--- config.mk ---
export PLATFORM = sky130hd
export DESIGN_NAME = shell_line_lexer_top
export DESIGN_NICKNAME = d
export VERILOG_FILES = /design/src/sv/sll_pkg.sv /design/src/sv/sll_front.sv /design/src/sv/sll_queue.sv /design/src/sv/sll_back.sv /design/src/sv/shell_line_lexer_top.sv
export SDC_FILE = /design/constraint.sdc
export NUM_CORES = 1
export LEC_CHECK = 0
export ABC_AREA = 1
export BUFFER_PORTS_ARGS = -buffer_cell sky130_fd_sc_hd__buf_2
export CORE_AREA = 8 8 145 147
export CTS_BUF_LIST = sky130_fd_sc_hd__clkbuf_8 sky130_fd_sc_hd__clkbuf_16
export CTS_CLUSTER_DIAMETER = 30
export DETAILED_ROUTE_END_ITERATION = 10
export DIE_AREA = 0 0 153 155
export HOLD_SLACK_MARGIN = 0.06
export PLACE_DENSITY = 0.73
export SLEW_MARGIN = 20
export SYNTH_ARGS = -nofsm -noshare
export SYNTH_HDL_FRONTEND = slang
export SYNTH_SLANG_ARGS = --single-unit
--- constraint.sdc ---
create_clock -name clk -period 4.3 [get_ports clk]
set_clock_uncertainty 0.15 [all_clocks]
set_input_delay 0.86 -clock clk [delete_from_list [all_inputs] [get_ports clk]]
set_output_delay 0.86 -clock clk [all_outputs]
set_load 0.05 [all_outputs]
--- src/sv/sll_pkg.sv ---
// Shared types and constants of the shell line lexer.
package sll_pkg;

	// Lexer mode, one-hot
	typedef enum logic [4:0] {
		M_BETWEEN = 5'b00001,
		M_UNQ     = 5'b00010,
		M_DQ      = 5'b00100,
		M_SQ      = 5'b01000,
		M_COMMENT = 5'b10000
	} lex_mode_t;

	// Held lookahead byte, one-hot
	typedef enum logic [3:0] {
		H_NONE = 4'b0001,
		H_GT   = 4'b0010,
		H_LT   = 4'b0100,
		H_TWO  = 4'b1000
	} held_t;

	// Result kinds
	typedef enum logic [3:0] {
		K_BYTE    = 4'd0,
		K_END     = 4'd1,
		K_PIPE    = 4'd2,
		K_BG      = 4'd3,
		K_OUT     = 4'd4,
		K_APPEND  = 4'd5,
		K_IN      = 4'd6,
		K_HEREDOC = 4'd7,
		K_ERR     = 4'd8,
		K_LINE    = 4'd9
	} kind_t;

	localparam int MAX_RES = 3;
	localparam int RES_CW  = 2;

	// Queue between front and back; depth must be a power of two
	localparam int QUEUE_DEPTH = 4;
	localparam int QUEUE_AW    = $clog2(QUEUE_DEPTH);

	typedef struct packed {
		kind_t       kind;
		logic [7:0]  value;
	} res_t;

	// All results caused by one input item
	typedef struct packed {
		logic [RES_CW-1:0]  cnt;
		res_t [MAX_RES-1:0] res;
	} grp_t;

	// Queue status seen by front and back
	typedef struct packed {
		logic full;
		logic empty;
	} q_stat_t;

endpackage

--- src/sv/sll_front.sv ---
// Front end: accepts bytes, runs the lexer and builds one result group per item.
module sll_front import sll_pkg::*; (
	input  logic       clk,
	input  logic       arst_n,
	input  logic       push,
	input  logic [7:0] char_byte,
	input  logic       line_end,
	input  q_stat_t    q_stat,
	output logic       full,
	output logic       q_wr_en,
	output grp_t       q_wr_data
);

	localparam logic [7:0] CH_HASH   = 8'h23;
	localparam logic [7:0] CH_PIPE   = 8'h7C;
	localparam logic [7:0] CH_AMP    = 8'h26;
	localparam logic [7:0] CH_GT     = 8'h3E;
	localparam logic [7:0] CH_LT     = 8'h3C;
	localparam logic [7:0] CH_TWO    = 8'h32;
	localparam logic [7:0] CH_DQUOTE = 8'h22;
	localparam logic [7:0] CH_SQUOTE = 8'h27;
	localparam logic [7:0] CH_BSLASH = 8'h5C;
	localparam logic [7:0] CH_N      = 8'h6E;
	localparam logic [7:0] CH_T      = 8'h74;
	localparam logic [7:0] CH_NL     = 8'h0A;
	localparam logic [7:0] CH_TAB    = 8'h09;
	localparam logic [7:0] CH_VT     = 8'h0B;
	localparam logic [7:0] CH_FF     = 8'h0C;
	localparam logic [7:0] CH_CR     = 8'h0D;
	localparam logic [7:0] CH_SPACE  = 8'h20;

	typedef struct packed {
		lex_mode_t mode;
		logic      esc;
		held_t     held;
		logic      cmt_single;
		logic      cmt_double;
		logic      cmt_esc;
	} lex_state_t;

	typedef struct packed {
		lex_state_t st;
		grp_t       g;
	} step_t;

	localparam lex_state_t LEX_RESET = '{
		mode: M_BETWEEN, esc: 1'b0, held: H_NONE,
		cmt_single: 1'b0, cmt_double: 1'b0, cmt_esc: 1'b0
	};

	function automatic logic is_ws(logic [7:0] c);
		return c == CH_SPACE || c == CH_TAB || c == CH_NL ||
			c == CH_VT || c == CH_FF || c == CH_CR;
	endfunction

	// Append one result; extra results beyond the group size are dropped
	function automatic step_t put(step_t s, kind_t k, logic [7:0] v);
		step_t r;
		r = s;
		if (s.g.cnt != RES_CW'(MAX_RES)) begin
			r.g.res[s.g.cnt].kind  = k;
			r.g.res[s.g.cnt].value = v;
			r.g.cnt = s.g.cnt + RES_CW'(1);
		end
		return r;
	endfunction

	// Byte inside an unquoted token
	function automatic step_t unq_byte(step_t s, logic [7:0] c);
		step_t r;
		r = s;
		if (s.st.esc) begin
			r.st.esc = 1'b0;
			r = put(r, K_BYTE, c);
		end else if (is_ws(c)) begin
			r = put(r, K_END, 8'h00);
			r.st.mode = M_BETWEEN;
		end else if (c == CH_PIPE || c == CH_AMP) begin
			r = put(r, K_END, 8'h00);
			r.st.mode = M_BETWEEN;
			r = put(r, (c == CH_PIPE) ? K_PIPE : K_BG, 8'h00);
		end else if (c == CH_GT || c == CH_LT) begin
			r = put(r, K_END, 8'h00);
			r.st.mode = M_BETWEEN;
			r.st.held = (c == CH_GT) ? H_GT : H_LT;
		end else if (c == CH_BSLASH) begin
			r.st.esc = 1'b1;
		end else begin
			r = put(r, K_BYTE, c);
		end
		return r;
	endfunction

	// Byte between tokens
	function automatic step_t between_byte(step_t s, logic [7:0] c);
		step_t r;
		r = s;
		if (!is_ws(c)) begin
			case (c)
				CH_PIPE:   r = put(r, K_PIPE, 8'h00);
				CH_AMP:    r = put(r, K_BG, 8'h00);
				CH_GT:     r.st.held = H_GT;
				CH_LT:     r.st.held = H_LT;
				CH_TWO:    r.st.held = H_TWO;
				CH_DQUOTE: r.st.mode = M_DQ;
				CH_SQUOTE: r.st.mode = M_SQ;
				CH_BSLASH: begin
					r.st.mode = M_UNQ;
					r.st.esc  = 1'b1;
				end
				default: begin
					r.st.mode = M_UNQ;
					r = put(r, K_BYTE, c);
				end
			endcase
		end
		return r;
	endfunction

	// Ordinary byte: resolve a held byte first, then lex by mode
	function automatic step_t lex_byte(step_t s, logic [7:0] c);
		step_t r;
		r = s;
		if (s.st.held != H_NONE) begin
			r.st.held = H_NONE;
			unique case (s.st.held)
				H_GT: begin
					if (c == CH_GT) r = put(r, K_APPEND, 8'h00);
					else begin
						r = put(r, K_OUT, 8'h00);
						r = between_byte(r, c);
					end
				end
				H_LT: begin
					if (c == CH_LT) r = put(r, K_HEREDOC, 8'h00);
					else begin
						r = put(r, K_IN, 8'h00);
						r = between_byte(r, c);
					end
				end
				default: begin
					if (c == CH_GT) r = put(r, K_ERR, 8'h00);
					else begin
						r = put(r, K_BYTE, CH_TWO);
						r.st.mode = M_UNQ;
						r = unq_byte(r, c);
					end
				end
			endcase
		end else begin
			unique case (s.st.mode)
				M_UNQ: r = unq_byte(r, c);
				M_DQ: begin
					if (s.st.esc) begin
						r.st.esc = 1'b0;
						r = put(r, K_BYTE, (c == CH_N) ? CH_NL : ((c == CH_T) ? CH_TAB : c));
					end else if (c == CH_BSLASH) begin
						r.st.esc = 1'b1;
					end else if (c == CH_DQUOTE) begin
						r = put(r, K_END, 8'h00);
						r.st.mode = M_BETWEEN;
					end else begin
						r = put(r, K_BYTE, c);
					end
				end
				M_SQ: begin
					if (c == CH_SQUOTE) begin
						r = put(r, K_END, 8'h00);
						r.st.mode = M_BETWEEN;
					end else begin
						r = put(r, K_BYTE, c);
					end
				end
				default: begin
					r.st.mode = M_BETWEEN;
					r = between_byte(r, c);
				end
			endcase
		end
		return r;
	endfunction

	// Close held bytes and any open token
	function automatic step_t flush(step_t s);
		step_t r;
		r = s;
		if (s.st.held == H_GT) r = put(r, K_OUT, 8'h00);
		else if (s.st.held == H_LT) r = put(r, K_IN, 8'h00);
		else if (s.st.held == H_TWO) begin
			r = put(r, K_BYTE, CH_TWO);
			r = put(r, K_END, 8'h00);
		end
		r.st.held = H_NONE;
		if (s.st.mode == M_UNQ || s.st.mode == M_DQ || s.st.mode == M_SQ) begin
			if (s.st.esc) r = put(r, K_BYTE, CH_BSLASH);
			r = put(r, K_END, 8'h00);
		end
		r.st.mode = M_BETWEEN;
		r.st.esc  = 1'b0;
		return r;
	endfunction

	lex_state_t st_q;
	step_t      nxt;
	logic       accept;

	// One lexer step per item
	always_comb begin
		nxt.st = st_q;
		nxt.g  = '0;
		if (line_end) begin
			nxt = flush(nxt);
			nxt = put(nxt, K_LINE, 8'h00);
			nxt.st = LEX_RESET;
		end else if (st_q.mode == M_COMMENT) begin
			nxt.st = st_q;
		end else if (st_q.cmt_esc) begin
			nxt.st.cmt_esc = 1'b0;
			nxt = lex_byte(nxt, char_byte);
		end else if (char_byte == CH_SQUOTE && !st_q.cmt_double) begin
			nxt.st.cmt_single = ~st_q.cmt_single;
			nxt = lex_byte(nxt, char_byte);
		end else if (char_byte == CH_DQUOTE && !st_q.cmt_single) begin
			nxt.st.cmt_double = ~st_q.cmt_double;
			nxt = lex_byte(nxt, char_byte);
		end else if (char_byte == CH_BSLASH && !st_q.cmt_single) begin
			nxt.st.cmt_esc = 1'b1;
			nxt = lex_byte(nxt, char_byte);
		end else if (char_byte == CH_HASH && !st_q.cmt_single && !st_q.cmt_double) begin
			nxt = flush(nxt);
			nxt.st.mode = M_COMMENT;
		end else begin
			nxt = lex_byte(nxt, char_byte);
		end
	end

	assign full      = q_stat.full;
	assign accept    = push && !q_stat.full;
	assign q_wr_en   = accept && (nxt.g.cnt != '0);
	assign q_wr_data = nxt.g;

	// Lexer state register
	always_ff @(posedge clk or negedge arst_n) begin
		if (!arst_n) begin
			st_q <= LEX_RESET;
		end else if (accept) begin
			st_q <= nxt.st;
		end
	end

endmodule

--- src/sv/sll_queue.sv ---
// Short queue of result groups between front and back.
module sll_queue import sll_pkg::*; (
	input  logic    clk,
	input  logic    arst_n,
	input  logic    wr_en,
	input  grp_t    wr_data,
	input  logic    rd_en,
	output grp_t    rd_data,
	output q_stat_t stat
);

	grp_t                mem_q [QUEUE_DEPTH];
	logic [QUEUE_AW-1:0] wr_ptr_q;
	logic [QUEUE_AW-1:0] rd_ptr_q;
	logic [QUEUE_AW:0]   count_q;
	logic                do_wr;
	logic                do_rd;

	assign stat.full  = (count_q == (QUEUE_AW+1)'(QUEUE_DEPTH));
	assign stat.empty = (count_q == '0);
	assign do_wr      = wr_en && !stat.full;
	assign do_rd      = rd_en && !stat.empty;
	assign rd_data    = mem_q[rd_ptr_q];

	// Storage
	always_ff @(posedge clk) begin
		if (do_wr) mem_q[wr_ptr_q] <= wr_data;
	end

	// Pointers and fill count
	always_ff @(posedge clk or negedge arst_n) begin
		if (!arst_n) begin
			wr_ptr_q <= '0;
			rd_ptr_q <= '0;
			count_q  <= '0;
		end else begin
			if (do_wr) wr_ptr_q <= wr_ptr_q + QUEUE_AW'(1);
			if (do_rd) rd_ptr_q <= rd_ptr_q + QUEUE_AW'(1);
			if (do_wr && !do_rd) count_q <= count_q + (QUEUE_AW+1)'(1);
			else if (do_rd && !do_wr) count_q <= count_q - (QUEUE_AW+1)'(1);
		end
	end

endmodule

--- src/sv/sll_back.sv ---
// Back end: unpacks result groups and delivers one result item per pop.
module sll_back import sll_pkg::*; (
	input  logic       clk,
	input  logic       arst_n,
	input  q_stat_t    q_stat,
	input  grp_t       q_rd_data,
	output logic       q_rd_en,
	input  logic       pop,
	output logic       empty,
	output logic [3:0] kind,
	output logic [7:0] value,
	output logic       last
);

	grp_t              grp_q;
	logic              valid_q;
	logic [RES_CW-1:0] idx_q;
	logic              take;

	assign empty = !valid_q;
	assign last  = (idx_q == grp_q.cnt - RES_CW'(1));
	assign kind  = grp_q.res[idx_q].kind;
	assign value = grp_q.res[idx_q].value;

	// Load a new group when idle or when the final result of this one goes
	assign take    = !valid_q || (pop && last);
	assign q_rd_en = take && !q_stat.empty;

	always_ff @(posedge clk) begin
		if (q_rd_en) grp_q <= q_rd_data;
	end

	always_ff @(posedge clk or negedge arst_n) begin
		if (!arst_n) begin
			valid_q <= 1'b0;
			idx_q   <= '0;
		end else if (take) begin
			valid_q <= !q_stat.empty;
			idx_q   <= '0;
		end else if (pop) begin
			idx_q <= idx_q + RES_CW'(1);
		end
	end

endmodule

--- src/sv/shell_line_lexer_top.sv ---
// Top level of the shell line lexer: front, group queue and back.
//
// Input channel: one byte of the command line per item (char_byte), or a
// line end (line_end set). An item is taken at a clock edge with push high
// and full low. Each item yields zero to three result items.
// Result channel: kind, value and last sit on the ports while empty is low
// and are taken at an edge with pop high. last marks the final result that
// belongs to one input item; items that yield nothing produce no output.
// Path: the group of a taken item is written into the queue, then loaded
// into the back end's group register, and from there sits on the ports.
// Throughput: one item per cycle at the input while full is low; the back
// end delivers one result per cycle while pop is high and results wait.
// The front lexes each item combinationally; a four-group queue plus one
// group in the back end absorb output stalls, and full rises only when all
// of them are occupied.
// Reset: all lexer state returns to between tokens, nothing held, and the
// queue and back end are emptied.
module shell_line_lexer_top import sll_pkg::*; (
	input  logic       clk,
	input  logic       arst_n,
	input  logic       push,
	output logic       full,
	input  logic [7:0] char_byte,
	input  logic       line_end,
	output logic       empty,
	input  logic       pop,
	output logic [3:0] kind,
	output logic [7:0] value,
	output logic       last
);

	q_stat_t q_stat;
	logic    q_wr_en;
	grp_t    q_wr_data;
	logic    q_rd_en;
	grp_t    q_rd_data;

	sll_front u_front (
		.clk       (clk),
		.arst_n    (arst_n),
		.push      (push),
		.char_byte (char_byte),
		.line_end  (line_end),
		.q_stat    (q_stat),
		.full      (full),
		.q_wr_en   (q_wr_en),
		.q_wr_data (q_wr_data)
	);

	sll_queue u_queue (
		.clk     (clk),
		.arst_n  (arst_n),
		.wr_en   (q_wr_en),
		.wr_data (q_wr_data),
		.rd_en   (q_rd_en),
		.rd_data (q_rd_data),
		.stat    (q_stat)
	);

	sll_back u_back (
		.clk       (clk),
		.arst_n    (arst_n),
		.q_stat    (q_stat),
		.q_rd_data (q_rd_data),
		.q_rd_en   (q_rd_en),
		.pop       (pop),
		.empty     (empty),
		.kind      (kind),
		.value     (value),
		.last      (last)
	);

endmodule

# Word level (Yosys, flattened, before mapping)
# Memory sizes are Yosys's and may differ from the RTL's. A register that Yosys moved wholly into a read port is not among the register bits.
# Index checks and enable logic that the tools add are counted.
totals:
  reg_bits: 23
  ram_bits: 152
  in_bits: 13
  out_inout_bits: 15
  wordCells: 1162
  n_memories: 1
memory_table:
  columns: ["name", "words", "word_bits", "read_ports", "rd_ports_with_merged_regs", "wr", "line_no", "text"]
  rows:
  - ["u_queue.mem_q", 4, 38, 1, 1, 1, "sll_queue.sv:12", "grp_t mem_q [QUEUE_DEPTH];"]
classes:
  n_addsub: 38
  n_lt_le_gt_ge: 65
  eq_ne: 176
  mux: 790
  bitwise: 2
  n_reduce_logical: 79
op_table:
  columns: ["cell", "count"]
  rows:
  - ["$mux 38", 131]
  - ["$mux 51", 81]
  - ["$bwmux 36", 114]
  - ["$mux 12", 158]
  - ["$demux 12 s2", 64]
  - ["$pmux 38 s3", 10]
  - ["$pmux 51 s3", 5]
  - ["$mux 45", 13]
  - ["$pmux 51 s2", 5]
  - ["$pmux 37 s3", 4]
  - ["$mux 48", 7]
  - ["$mux 41", 7]
  - ["$mux 8", 34]
  - ["$mux 2", 126]
  - ["$ne 5x5->1 const B", 47]
  - ["$ne 5x4->1 const B", 33]
  - ["$mux 50", 3]
  - ["$mux 37", 4]
  - ["$lt 2x3->1 const B", 33]
  - ["$add 2x1->2 const B", 35]
  - ["$ne 2x2->1 const B", 33]
  - ["$eq 8x6->1 const B", 8]
  - ["$ge 2x1->1 const B", 32]
  - ["$ne 6x5->1 const B", 9]
  - ["other kinds (48)", 154]

# Logic depth before layout (Yosys ltp)
logic_depth:
  ltp_word: 66
  depth_mapped: 21
  mapped_depth_nobuf: 20

# Cells and area by module
# Synthesis repeated with hierarchy kept, for this count alone.
hier_totals:
  cells_unflattened: 1336
  area_unflattened_um2: 12194.2
modules_own_cells:
  columns: ["mod", "instances", "cells_each", "area_per_inst_um2", "seq_area_each_um2"]
  rows:
  - ["sll_queue", 1, 504, 6895.4, 4739.5]
  - ["sll_front", 1, 714, 3726.1, 327.8]
  - ["sll_back", 1, 118, 1572.8, 1216.2]

# Least setup slack after synthesis
# Ideal clock, no wire load.
synth_timing:
  kind: "input to register"
  from: "input char_byte[5]"
  to: "memory u_queue.mem_q[2][0] in the netlist's numbering, enable pin"
  setup_time_ns: 0.415
  t_arrival_ns: 3.343
  required_time_ns: 3.735
  path_slack_ns: 0.392
  path_stages: 13
  n_path_buf: 1
  cell_sequence: "buf_4 nand2_1 nor2_2 nand2_2 nand2_2 inv_2 nand4_1 nand3_1 nand3_1 nand2_1 nand3_2 nand2_2 nor2_1"
synth_between:
  elab_chain_cells: 23
  word_cells_on_any_way: 156
  cone_classes: "eq/ne: 15; mux: 123; reduce/logical: 18"
synth_lines:
  columns: ["item", "line_no", "text"]
  rows:
  - ["start, declared", "shell_line_lexer_top.sv:23", "input logic [7:0] char_byte,"]
  - ["$eq 8x6->1 / $eq 8x4->1 (equally long branches)", "sll_front.sv:52", "return c == CH_SPACE || c == CH_TAB || c == CH_NL ||"]
  - ["$logic_or 1x1->1 (3 in a row)", "sll_front.sv:52", null]
  - ["$logic_or 1x1->1 (2 in a row)", "sll_front.sv:53", "c == CH_VT || c == CH_FF || c == CH_CR;"]
  - ["$mux 51", "sll_front.sv:75", "end else if (is_ws(c)) begin"]
  - ["$mux 51", "sll_front.sv:72", "if (s.st.esc) begin"]
  - ["$mux 51", "sll_front.sv:142", "if (c == CH_GT) r = put(r, K_ERR, 8'h00);"]
  - ["$pmux 51 s2", "sll_front.sv:126", "unique case (s.st.held)"]
  - ["$mux 51", "sll_front.sv:124", "if (s.st.held != H_NONE) begin"]
  - ["[4 not listed]", null, null]
  - ["$mux 51 *", "sll_front.sv:217", "end else if (st_q.cmt_esc) begin"]
  - ["$mux 38 *", "sll_front.sv:215", "end else if (st_q.mode == M_COMMENT) begin"]
  - ["$mux 51 *", "sll_front.sv:211", "if (line_end) begin"]
  - ["$reduce_bool 2->1 *", "sll_front.sv:239", "assign q_wr_en = accept && (nxt.g.cnt != '0);"]
  - ["$logic_and 1x1->1 *", "sll_front.sv:239", null]
  - ["$logic_and 1x1->1 *", "sll_queue.sv:21", "assign do_wr = wr_en && !stat.full;"]
  - ["$mux 1 *", "sll_queue.sv:27", "if (do_wr) mem_q[wr_ptr_q] <= wr_data;"]
  - ["$mux 1 (not written as such) *", "sll_queue.sv:27", null]
  - ["end, declared", "sll_queue.sv:12", null]
# Every way passes the cells marked *; elsewhere a longest branch is shown, timed or not. The select of a mux whose other input is x is not followed.

# Final worst setup path
layout_timing:
  from: "register u_front.st_q[8] in the netlist's numbering"
  to: "register u_queue.count_q[1]"
layout_between:
  elab_chain_cells: 17
  word_cells_on_any_way: 37
  cone_classes: "add/sub: 1; eq/ne: 5; mux: 22; reduce/logical: 9"
layout_lines:
  columns: ["item", "line_no", "text"]
  rows:
  - ["start, declared", "sll_front.sv:203", "lex_state_t st_q;"]
  - ["start signal, assigned", "sll_front.sv:247", "st_q <= nxt.st;"]
  - ["parallel branches: the longest is 10 deep, another holds $pmux 51 s3", null, null]
  - ["$mux 51 *", "sll_front.sv:211", null]
  - ["$reduce_bool 2->1 *", "sll_front.sv:239", null]
  - ["$logic_and 1x1->1 *", "sll_front.sv:239", null]
  - ["$logic_and 1x1->1 *", "sll_queue.sv:21", null]
  - ["named net u_queue.do_wr", "sll_queue.sv:16", "logic do_wr;"]
  - ["$logic_not 1->1", "sll_queue.sv:40", "else if (do_rd && !do_wr) count_q <= count_q - (QUEUE_AW+1)'(1);"]
  - ["$logic_and 1x1->1", "sll_queue.sv:40", null]
  - ["$reduce_bool 2->1 (no source line)", null, null]
  - ["end signal, assigned", "sll_queue.sv:39", "if (do_wr && !do_rd) count_q <= count_q + (QUEUE_AW+1)'(1);"]
  - ["end signal, assigned", "sll_queue.sv:40", null]
  - ["end, declared", "sll_queue.sv:15", "logic [QUEUE_AW:0] count_q;"]
# Mark *: on every way through the listed nets, which the timed path passes. The select of a mux whose other input is x is not followed.
# A chain may end at the register's enable or synchronous reset.

==> flow_summary.json <==
{
  "drt_pass1_iterations": 7,
  "setup_tns_ns": 0,
  "dp_hpwl_mm": 18.5,
  "tightest_slew_ns": 0.881,
  "ys_warn_count": 0,
  "hold_buffers": 0,
  "p_per_area_nw_per_um2": 738,
  "clk_pin_slew_worst_paths_ns": 0.07,
  "grt_max_degree": 59,
  "period_share_pct": 85.2,
  "grt_pass1_wl_mm": 40.8,
  "worst_setup_path_end_kind": "flop",
  "ys_ff_latch": 168,
  "rsz0062_at_grt": "no",
  "viasPerCell": 6.03,
  "syn_area_um2": 9200,
  "crit_chain": "nor2_1, nand4_1, clkinv_1, a21oi_2, nand2_1, nand3_1, nand3_1, nand2_1, nand3_2, nand2_2, inv_1, ha_1, inv_1, fa_1, mux2_2",
  "drive_gt1_share_pct": 14.7,
  "wl_per_cell_um": 19.8,
  "clock.fmax_ghz": 0.273,
  "cts_sinks": 168,
  "ctsHtreeMaxLevel": 4,
  "diodes": 0,
  "rows": 51,
  "fin_ws_ns": 0.638,
  "routabilityCongestion": 1.02,
  "cts_buffer_depth": 2,
  "synth.top_cell.area_share_pct": 47.3,
  "synthArstFlopShare_pct": 13.7,
  "ys_types": 50,
  "overflow": 0,
  "grt_pass1_vias": 7508,
  "seq_area_frac_synth_pct": 53.6,
  "cts_buffers": 17,
  "synth-edff-count": 145,
  "antenna_found_initial": 0,
  "hold_viol": 0,
  "area_growth_pct": 11.1,
  "synthFlopType": "edfxtp_1",
  "required_ns": 4.46,
  "wirelength_mm": 26.2,
  "post-route-min-period_ns": 3.66,
  "hold_path_class": "primary input to async pin",
  "clk-insertion-delay-late_ns": 0.43,
  "chipWidth_um": 153,
  "core_region_area_um2": 19000,
  "pin_count": 28,
  "crit_cells": 15,
  "cts_tree": "done",
  "outcome": "finished, final reports clean",
  "critPathMaxFanout": 10,
  "cts_setup_buffers": 0,
  "portBuffers": 27,
  "path_class": "flop to flop",
  "netlist.top_cell.by_area": "edfxtp_1",
  "fillCellCount": 1706,
  "seq_area_um2": 4930,
  "dieArea_um2": 23700,
  "cpMaxStageDelayCell": "dfstp_2",
  "synth_area_leaders": "edfxtp_1, nand2_1, nor2_1",
  "final_cell_mix": "nand2_1, nor2_1, edfxtp_1",
  "ant_nets": 0,
  "cp_num_buf_inv": 3,
  "finalSetupViolCount": 0,
  "leakage_uw": 0.00417,
  "drcViolationCount": 0,
  "r2r.worst_path.cells": 15,
  "layout.nets": 1093,
  "layout_commonest_cell": "nand2_1",
  "synth_nets": 1061,
  "ir_drop_mv": 0.342,
  "dp_slack_ns": 0.349,
  "dieHeight_um": 155,
  "start_util_pct": 48.5,
  "relSlewSlack_pct": 41.1,
  "routed-via-count": 7993,
  "worstPathArrival_ns": 3.82,
  "max_stage_delay_ns": 0.58,
  "maxSlewViolCount": 0,
  "multi_input_area_um2": 3780,
  "synth.avg_cell_area_um2": 8.83,
  "startpoint_type": "flop",
  "dr.first_iter.drc_count": 858,
  "track_usage_pct": 22.0,
  "synth_cells": 1042,
  "cts-resized-gates": 0,
  "max-cap-violations": 0,
  "root_buffer": "clkbuf_16",
  "crit_family": "simple AND/OR/NAND/NOR gates"
}
==> sequential cells by signal, summed over array words and instances, names as in the netlist <==
register / count
u_queue.mem_q: 116
u_queue.wr_ptr_q: 2
u_back.idx_q: 2
u_queue.count_q: 3
u_back.valid_q: 1
u_back.grp_q: 29
u_queue.rd_ptr_q: 2
u_front.st_q: 13
==> worst register-to-register path, cell delays in order, from the launching register on <==
cell	delay, ns
dfstp_2	0.58
nor2_1	0.08
nand4_1	0.29
clkinv_1	0.45
a21oi_2	0.30
nand2_1	0.08
nand3_1	0.10
nand3_1	0.09
nand2_1	0.11
nand3_2	0.11
nand2_2	0.18
inv_1	0.07
ha_1	0.17
inv_1	0.11
fa_1	0.41
mux2_2	0.28
==> through the flow <==
stage	utilization (%)	power, uW	hold slack [ns]	area (um^2)	std cells
global placement	51.0	6070	0.346	9670	1293
global route	53.9	7970	0.358	10200	1325
floorplan	-	5080	0.319	9200	1042
detailed placement	51.0	6120	0.347	9670	1293
CTS	53.9	7530	0.326	10200	1325
finish	53.9	7540	0.319	10200	1325
==> power by group <==
| part | switching, uW | internal [uW] | leakage [uW] | total, uW |
|---|---|---|---|---|
| clock | 633 | 776 | 0.000280 | 1410 |
| combinational | 2490 | 910 | 0.00224 | 3410 |
| sequential | 202 | 2520 | 0.00165 | 2730 |
==> synth_stat cells (3+ instances only) <==
library cell,instances
o22ai_1,31
clkbuf_1,29
o21ai_0,102
nand2_4,6
nor2_4,7
ha_1,5
inv_2,22
a21oi_1,35
o21ai_1,11
o211ai_1,9
nand2_2,12
a211oi_1,4
nand3_1,83
o2111ai_1,3
nor2_2,9
xor2_1,3
nand3_2,9
dfrtp_1,21
a31oi_1,5
buf_1,3
buf_2,4
o31ai_1,10
nand2_1,170
edfxtp_1,145
nand4_1,22
inv_1,66
nor3_1,20
nor2_1,165
==> metal layers <==
layer,track usage (%),wire length [um],vias to the layer above
met4,12.8,1280,0
met5,0,0,-
li1,-,-,3713
met3,3.94,1890,103
met2,37.2,12500,431
met1,26.2,10500,3746
==> cell families (layout without fill, tap and decap cells) <==
group / after synthesis / count (layout) / share of synthesized area [%]
xor gates and xnor gates: 5 / 5 / 0.476
and+or+nand+nor: 511 / 511 / 25.7
muxes: 1 / 1 / 0.122
adders and majority gates: 6 / 6 / 0.898
AOI/OAI and AO/OA: 222 / 222 / 13.8
DFF: 168 / 168 / 53.6
buffers and inverters: 129 / 174 / 5.43
==> final cells by class <==
type / instances / area share (%)
flip-flops and latches: 168 / 48.3
inverters: 91 / 3.37
clock buffers: 19 / 4.43
multi-input cells: 745 / 37.0
well taps: 238 / 2.91
repair buffers: 51 / 3.09
clock inverters: 13 / 0.979
==> final timing paths <==
check | startpoint | end | slack (ns)
setup / recovery | u_front.st_q[8] | u_queue.count_q[1] | 0.64
hold / removal | arst_n | u_back.idx_q[0] | 0.32
setup reg to reg | u_front.st_q[8] | u_queue.count_q[1] | 0.64
hold reg to reg | u_front.st_q[8] | u_front.st_q[8] | 0.36
max in group asynchronous | arst_n | u_front.st_q[11] | 3.23
min in group clk | u_front.st_q[8] | u_front.st_q[8] | 0.36
Power figures use the tool's default switching activity.
